$ cat config.mk
export PLATFORM = sky130hd
export DESIGN_NAME = btoram_ctrl
export DESIGN_NICKNAME = d
export VERILOG_FILES = /design/src/rtl/btoram_pkg.sv /design/src/rtl/btoram_ctrl.sv
export SDC_FILE = /design/constraint.sdc
export NUM_CORES = 1
export LEC_CHECK = 0
export BUFFER_PORTS_ARGS = -buffer_cell sky130_fd_sc_hd__clkbuf_2
export CORE_MARGIN = 2
export CORE_UTILIZATION = 45
export CTS_BUF_LIST = sky130_fd_sc_hd__clkbuf_16
export DETAILED_ROUTE_END_ITERATION = 8
export PLACE_DENSITY = 0.77
export SETUP_SLACK_MARGIN = 0.1
export SYNTH_ARGS = -nofsm -noshare
export SYNTH_HDL_FRONTEND = slang
export SYNTH_SLANG_ARGS = --single-unit
$ cat constraint.sdc
create_clock -name clk -period 1.8 [get_ports clk]
set_input_delay 0.36 -clock clk [delete_from_list [all_inputs] [get_ports clk]]
set_output_delay 0.36 -clock clk [all_outputs]
set_load 0.005 [all_outputs]
$ cat src/rtl/btoram_pkg.sv
// Package for the binary-tree oblivious RAM controller.
// Holds the tree geometry, the sequencer state type and the command and status structs.
// No dependencies.
`default_nettype none
package btoram_pkg;

    localparam int NUM_BLOCKS   = 256;
    localparam int BUCKET_SLOTS = 16;
    localparam int DATA_WIDTH   = 64;

    localparam int DEPTH       = $clog2(NUM_BLOCKS);
    localparam int LEAVES      = 1 << DEPTH;
    localparam int NODE_W      = DEPTH + 1;
    localparam int ID_W        = $clog2(NUM_BLOCKS);
    localparam int LEAF_W      = DEPTH;
    localparam int SLOT_W      = $clog2(BUCKET_SLOTS);
    localparam int NUM_NODES   = 2 * LEAVES - 1;
    localparam int NUM_SLOTS   = NUM_NODES * BUCKET_SLOTS;
    localparam int SADDR_W     = $clog2(NUM_SLOTS);
    localparam int LEVEL_W     = $clog2(DEPTH + 1);
    localparam int LFSR_W      = 16;
    localparam int EPL_W       = 3;
    localparam int WORD_W      = 1 + ID_W + DATA_WIDTH;

    localparam logic [LFSR_W-1:0] LFSR_TAPS = 16'hB400;
    localparam logic [EPL_W-1:0]  EPL_RESET  = 3'd2;
    localparam logic [LFSR_W-1:0] SEED_RESET = 16'd1;

    localparam logic CFG_EPL  = 1'b0;
    localparam logic CFG_SEED = 1'b1;

    typedef struct packed {
        logic                  valid;
        logic [ID_W-1:0]       id;
        logic [DATA_WIDTH-1:0] payload;
    } slot_word_t;

    typedef enum logic [4:0] {
        ST_CLEAR, ST_IDLE, ST_LMAP_RD, ST_LMAP_Q, ST_SC_RD, ST_SC_CHK, ST_ROOT,
        ST_PR_RD, ST_PR_CHK, ST_EV_SEL, ST_EV_RD, ST_EV_CHK, ST_EV_LMAP,
        ST_EV_LMAPQ, ST_PE_RD, ST_PE_CHK, ST_EMIT
    } state_t;

    typedef struct packed {
        logic clr_step;
        logic load_item;
        logic lm_rd_blk;
        logic lm_rd_id;
        logic set_scan;
        logic slot_rd;
        logic slot_next;
        logic node_up;
        logic take_hit;
        logic set_root;
        logic put;
        logic set_ovf;
        logic ev_level_up;
        logic ev_pick;
        logic ev_next;
        logic take_mover;
        logic go_child;
        logic emit;
    } cmd_t;

    typedef struct packed {
        logic clr_last;
        logic slot_valid;
        logic slot_hit;
        logic slot_last;
        logic node_root;
        logic ev_done;
        logic ev_active;
        logic out_free;
    } status_t;

endpackage
`default_nettype wire

$ cat src/rtl/btoram_ctrl.sv
// Sequencer for the oblivious RAM controller: scan, root placement and eviction.
// Depends on btoram_pkg; drives the datapath through cmd_t and reads status_t.
`default_nettype none
module btoram_ctrl
    import btoram_pkg::*;
(
    input  wire logic    clk,
    input  wire logic    rst_n,
    input  wire logic    in_valid,
    output logic         in_ready,
    input  wire status_t status,
    output cmd_t         cmd
);

    state_t state_reg, state_next;

    always_ff @(posedge clk or negedge rst_n)
    begin
        if (!rst_n)
        begin
            state_reg <= ST_CLEAR;
        end
        else
        begin
            state_reg <= state_next;
        end
    end

    always_comb
    begin
        state_next = state_reg;
        case (state_reg)
            ST_CLEAR:    if (status.clr_last) state_next = ST_IDLE;
            ST_IDLE:     if (in_valid) state_next = ST_LMAP_RD;
            ST_LMAP_RD:  state_next = ST_LMAP_Q;
            ST_LMAP_Q:   state_next = ST_SC_RD;
            ST_SC_RD:    state_next = ST_SC_CHK;
            ST_SC_CHK:
            begin
                if (status.slot_hit || (status.slot_last && status.node_root))
                begin
                    state_next = ST_ROOT;
                end
                else
                begin
                    state_next = ST_SC_RD;
                end
            end
            ST_ROOT:     state_next = ST_PR_RD;
            ST_PR_RD:    state_next = ST_PR_CHK;
            ST_PR_CHK:
            begin
                if (!status.slot_valid || status.slot_last)
                begin
                    state_next = ST_EV_SEL;
                end
                else
                begin
                    state_next = ST_PR_RD;
                end
            end
            ST_EV_SEL:
            begin
                if (status.ev_done)
                begin
                    state_next = ST_EMIT;
                end
                else if (status.ev_active)
                begin
                    state_next = ST_EV_RD;
                end
            end
            ST_EV_RD:    state_next = ST_EV_CHK;
            ST_EV_CHK:
            begin
                if (status.slot_valid)
                begin
                    state_next = ST_EV_LMAP;
                end
                else if (status.slot_last)
                begin
                    state_next = ST_EV_SEL;
                end
                else
                begin
                    state_next = ST_EV_RD;
                end
            end
            ST_EV_LMAP:  state_next = ST_EV_LMAPQ;
            ST_EV_LMAPQ: state_next = ST_PE_RD;
            ST_PE_RD:    state_next = ST_PE_CHK;
            ST_PE_CHK:
            begin
                if (!status.slot_valid || status.slot_last)
                begin
                    state_next = ST_EV_SEL;
                end
                else
                begin
                    state_next = ST_PE_RD;
                end
            end
            ST_EMIT:     if (status.out_free) state_next = ST_IDLE;
            default:     state_next = ST_CLEAR;
        endcase
    end

    always_comb
    begin
        cmd      = '0;
        in_ready = 1'b0;
        case (state_reg)
            ST_CLEAR:    cmd.clr_step = 1'b1;
            ST_IDLE:
            begin
                in_ready      = 1'b1;
                cmd.load_item = in_valid;
            end
            ST_LMAP_RD:  cmd.lm_rd_blk = 1'b1;
            ST_LMAP_Q:   cmd.set_scan = 1'b1;
            ST_SC_RD, ST_PR_RD, ST_EV_RD, ST_PE_RD: cmd.slot_rd = 1'b1;
            ST_SC_CHK:
            begin
                if (status.slot_hit)
                begin
                    cmd.take_hit = 1'b1;
                end
                else if (status.slot_last)
                begin
                    cmd.node_up = !status.node_root;
                end
                else
                begin
                    cmd.slot_next = 1'b1;
                end
            end
            ST_ROOT:     cmd.set_root = 1'b1;
            ST_PR_CHK:
            begin
                if (!status.slot_valid)
                begin
                    cmd.put = 1'b1;
                end
                else if (status.slot_last)
                begin
                    cmd.set_ovf = 1'b1;
                end
                else
                begin
                    cmd.slot_next = 1'b1;
                end
            end
            ST_EV_SEL:
            begin
                if (!status.ev_done)
                begin
                    cmd.ev_pick     = status.ev_active;
                    cmd.ev_level_up = !status.ev_active;
                end
            end
            ST_EV_CHK:
            begin
                if (status.slot_valid)
                begin
                    cmd.take_mover = 1'b1;
                end
                else if (status.slot_last)
                begin
                    cmd.ev_next = 1'b1;
                end
                else
                begin
                    cmd.slot_next = 1'b1;
                end
            end
            ST_EV_LMAP:  cmd.lm_rd_id = 1'b1;
            ST_EV_LMAPQ: cmd.go_child = 1'b1;
            ST_PE_CHK:
            begin
                if (!status.slot_valid)
                begin
                    cmd.put     = 1'b1;
                    cmd.ev_next = 1'b1;
                end
                else if (status.slot_last)
                begin
                    cmd.set_ovf = 1'b1;
                    cmd.ev_next = 1'b1;
                end
                else
                begin
                    cmd.slot_next = 1'b1;
                end
            end
            ST_EMIT:     cmd.emit = status.out_free;
            default:     cmd = '0;
        endcase
    end

endmodule
`default_nettype wire

==> results of run 1 <==
==> cells by family after synthesis <==
kind of cell           synth area share
AND/OR/NAND/NOR                   0.441
AO/OA/AOI/OAI                     0.235
buffers and inverters            0.0871
flip-flops                        0.189
multiplexers                     0.0341
XOR/XNOR                         0.0133
==> Yosys cell counts, types with 3 or more instances <==
library cell,number,area share
nor2_1,10,0.057
nor3_1,9,0.068
o21ai_0,8,0.061
a21oi_1,6,0.045
dfrtp_1,5,0.19
nand2b_1,5,0.047
buf_2,4,0.030
clkbuf_1,4,0.023
nand2_1,4,0.023
nor2b_1,4,0.038
inv_1,3,0.017
nor4_1,3,0.028
or3_1,3,0.028
==> repair_timing <==
| action | 4_1_cts |
|---|---|
| gates cloned | 1 |
| gates resized for setup | 37 |
| setup buffers | 11 |
| pin swaps | 9 |
| hold buffers | 1 |
| setup endpoints to repair | 19 |
| endpoints found under the hold margin | 5 |
==> metrics by stage <==
step | setup slack, ns | hold slack (ns) | area [um^2]
2_1_floorplan | 0.0999 | 0.0644 | 661
3_3_place_gp | 0.0922 | 0.180 | 853
3_5_place_dp | 0.0601 | 0.179 | 853
4_1_cts | -0.183 | 0.479 | 1250
==> results_dict.tcl, run 1 <==
set metrics [dict create \
    io_pins 30 \
    worst_endpoint_kind "top-level output" \
    start_util 0.495 \
    io_buffers 29 \
    syn_avg_cell_area_um2 6.88 \
    lastStage "global routing" \
    ys_seq_elements 5 \
    yosysWarnings 0 \
    synth-main-ff-cell "dfrtp_1" \
    dieHeight_um 42.3 \
    htree_levels 1 \
    cts_buffers 3 \
    status "did not finish" \
    clock_path_buffers 2 \
    syn-cell-area_um2 661 \
    antenna_found_initial 0 \
    num_rows 13 \
    grt_start_max_net_pins 16 \
    dp_cells 141 \
    async_reset_ff_frac 1.00 \
    synth_edf_count 0 \
    dp_hpwl_um 1460 \
    crit_endpoint "cmd[12]" \
    cts.sinks 5 \
    cts-root-buf "clkbuf_16" \
    first-error "[ERROR DPL-0033] detailed placement checks failed during check placement." \
    ys_types 35 \
    gp_routability_congestion 0.842 \
    synth_cells 96 \
    seq_area_frac_synth 0.189 \
    die_x_um 42.3 \
    synth_fp_nets 107 \
]
==> run 2: changes to the inputs <==
==> config.mk (replaced) <==
export PLATFORM = sky130hd
export DESIGN_NAME = btoram_ctrl
export DESIGN_NICKNAME = d
export VERILOG_FILES = /design/src/rtl/btoram_pkg.sv /design/src/rtl/btoram_ctrl.sv
export SDC_FILE = /design/constraint.sdc
export NUM_CORES = 1
export LEC_CHECK = 0
export BUFFER_PORTS_ARGS = -buffer_cell sky130_fd_sc_hd__clkbuf_2
export CORE_AREA = 2 2 63 65
export DETAILED_ROUTE_END_ITERATION = 8
export DIE_AREA = 0 0 65 67
export PLACE_DENSITY_LB_ADDON = 0.15
export SYNTH_ARGS = -nofsm -noshare
export SYNTH_HDL_FRONTEND = slang
export SYNTH_SLANG_ARGS = --single-unit
==> run 2 against run 1 <==
The flow now finishes, with violations (negative setup slack). Synthesized cell count did not move. Synthesized area is the same.
==> results_dict.tcl, run 2 <==
set metrics [dict create \
    status "complete, but fails checks" \
    violations "negative setup slack" \
    netlist.area_leader.share 0.189 \
    finalHoldViolations 0 \
    die_x_um 65 \
    wl_per_cell_um 13.0 \
    core-area_um2 3610 \
    clock_latency_ns 0.22 \
    synth_cells 96 \
    async_reset_ff_frac 1.00 \
    dp_hpwl_um 1810 \
    ys_seq_elements 5 \
    setup_viol 10 \
    start_kind "register" \
    final_layout_size_suffix_gt1_frac 0.521 \
    htree_levels 1 \
    seq_area_frac_synth 0.189 \
    cts_tree "yes" \
    synthTopCellsByCount "nor2_1 (10), nor3_1 (9), o21ai_0 (8)" \
    synth_fp_nets 107 \
    largest_reg_flops 5 \
    hp-class "primary input to register" \
    path_clk_slew_ns 0.03 \
    period_share 1.09 \
    fin_skew_ns 0.000746 \
    grt_usage 0.122 \
    viasPerCell 4.66 \
    start_util 0.183 \
    clock_path_buffers 2 \
    r2r_slack_ns -0.02 \
    maxCapViolCount 0 \
    antenna_left 0 \
    dp_slack_ns 0.0524 \
    setup_slack_ns -0.157 \
    io_buffers 29 \
    min_period_ns 1.96 \
    stdcell_area_um2 1140 \
    yosysWarnings 0 \
    reg2reg_depth 5 \
    drc_errors 0 \
    critPathKind "register to output pin" \
    grt_setup_unrepaired "yes" \
    ys_types 35 \
    wirelength_um 2490 \
    synth-main-ff-cell "dfrtp_1" \
    io_pins 30 \
    first_pass_iters 4 \
    power.ir.vdd_worst_v 0.000413 \
    num_rows 22 \
    syn_avg_cell_area_um2 6.88 \
    grt.overflow.total 0 \
    syn2layout_area_growth_pct 72.7 \
    drt-initial-drc-count 11 \
    post_dp_cell_area_um2 902 \
    clock.fmax_ghz 0.511 \
    cp.required_ns 1.44 \
    grt_pass1_vias 887 \
    synthTopCellsByArea "dfrtp_1 (19%), nor3_1 (6.8%), o21ai_0 (6.1%)" \
    dieHeight_um 67 \
    drv_slew 0 \
    diodes 0 \
    p_leak_nw 0.552 \
    reg2reg_to "state_reg[0]" \
    final_common_cell "clkbuf_2" \
    arrival_ns 1.60 \
    endpoint_kind "output pin" \
    cts_buffers 3 \
    tightest_slew_ns 0.294 \
    die_area_um2 4360 \
    gp_routability_congestion 0.747 \
    rr_startpoint "state_reg[3]" \
    synth_most_common_cell "nor2_1" \
    cts-root-buf "clkbuf_8" \
    slew_headroom 0.801 \
    critical_path.endpoint "cmd[5]" \
    layout.nets 156 \
    power_density_nw_per_um2 1510 \
    final_cell_mix "clkbuf_2 (27), buf_4 (20), nor2_1 (8), o21ai_0 (8)" \
    critical_path_peak_fanout 3 \
    vias 894 \
    cts.sinks 5 \
    synth_area_leader_cell "dfrtp_1" \
    grt_start_max_net_pins 14 \
    grt_pass1_wl_um 4040 \
    cp-startpoint "state_reg[4]" \
    synth_edf_count 0 \
    syn-cell-area_um2 661 \
    antenna_found_initial 0 \
]
run 2: cell counts after synthesis:
Identical to the previous run, type by type.
run 2: per-layer routing:
layer / global-route usage / vias to the layer above / routed length [um]
met3: 0.0304 / 4 / 94
met1: 0.129 / 422 / 1080
met4: 0.0665 / 0 / 45
met2: 0.220 / 26 / 1270
met5: 0 / - / 0
li1: - / 442 / -
run 2: cell families after synthesis:
kind of cell           synth area share
flip-flops                        0.189
buffers and inverters            0.0871
AO/OA/AOI/OAI                     0.235
XOR/XNOR                         0.0133
AND/OR/NAND/NOR                   0.441
multiplexers                     0.0341
run 2: worst min path at each step:
stage | start | to | slack, ns | cells after the start
floorplan | rst_n | state_reg[0] | 0.06 | 0
global placement | rst_n | state_reg[2] | 0.18 | 1
detailed placement | rst_n | state_reg[2] | 0.18 | 1
CTS | status[2] | state_reg[4] | 0.47 | 3
global route | status[2] | state_reg[4] | 0.49 | 3
finish | status[2] | state_reg[4] | 0.48 | 3
run 2: area by class of cell:
class | instances | area [um^2]
multi-input combinational | 79 | 559
sequential | 5 | 126
fill | 408 | 2460
clock buffer | 4 | 45.0
inverter | 3 | 11.3
tap | 48 | 60.1
timing repair buffer | 53 | 339
run 2: critical path, cell delays in order (launching register included):
cell	delay [ns]
dfrtp_1	0.37
or3b_1	0.40
or4_4	0.45
inv_2	0.06
clkbuf_2	0.10
run 2: what timing repair did:
action	CTS	global route
pin swaps	1	4
setup endpoints to repair	12	19
buffers inserted	7	5
hold buffers	1	0
gates resized for setup	15	10
endpoints found under the hold margin	5	0
run 2: stage by stage:
| stage | util | power (mW) | cells | hold slack [ns] | setup TNS [ns] |
|---|---|---|---|---|---|
| finish | 0.316 | 1.72 | 192 | 0.480 | -0.508 |
| global route | 0.316 | 1.87 | 192 | 0.494 | -1.70 |
| CTS | 0.298 | 1.61 | 187 | 0.475 | -0.551 |
| detailed placement | 0.250 | 1.17 | 175 | 0.185 | 0 |
| global placement | 0.250 | 1.18 | 175 | 0.184 | 0 |
| floorplan | - | 0.830 | 96 | 0.0644 | 0 |
run 2: power breakdown:
group	total (mW)	internal [mW]	switching, mW	leakage (nW)
sequential	0.212	0.162	0.0509	0.0626
combinational	1.30	0.656	0.643	0.466
clock	0.208	0.152	0.0558	0.0228
Note: power is estimated with default switching activity, not from simulation.
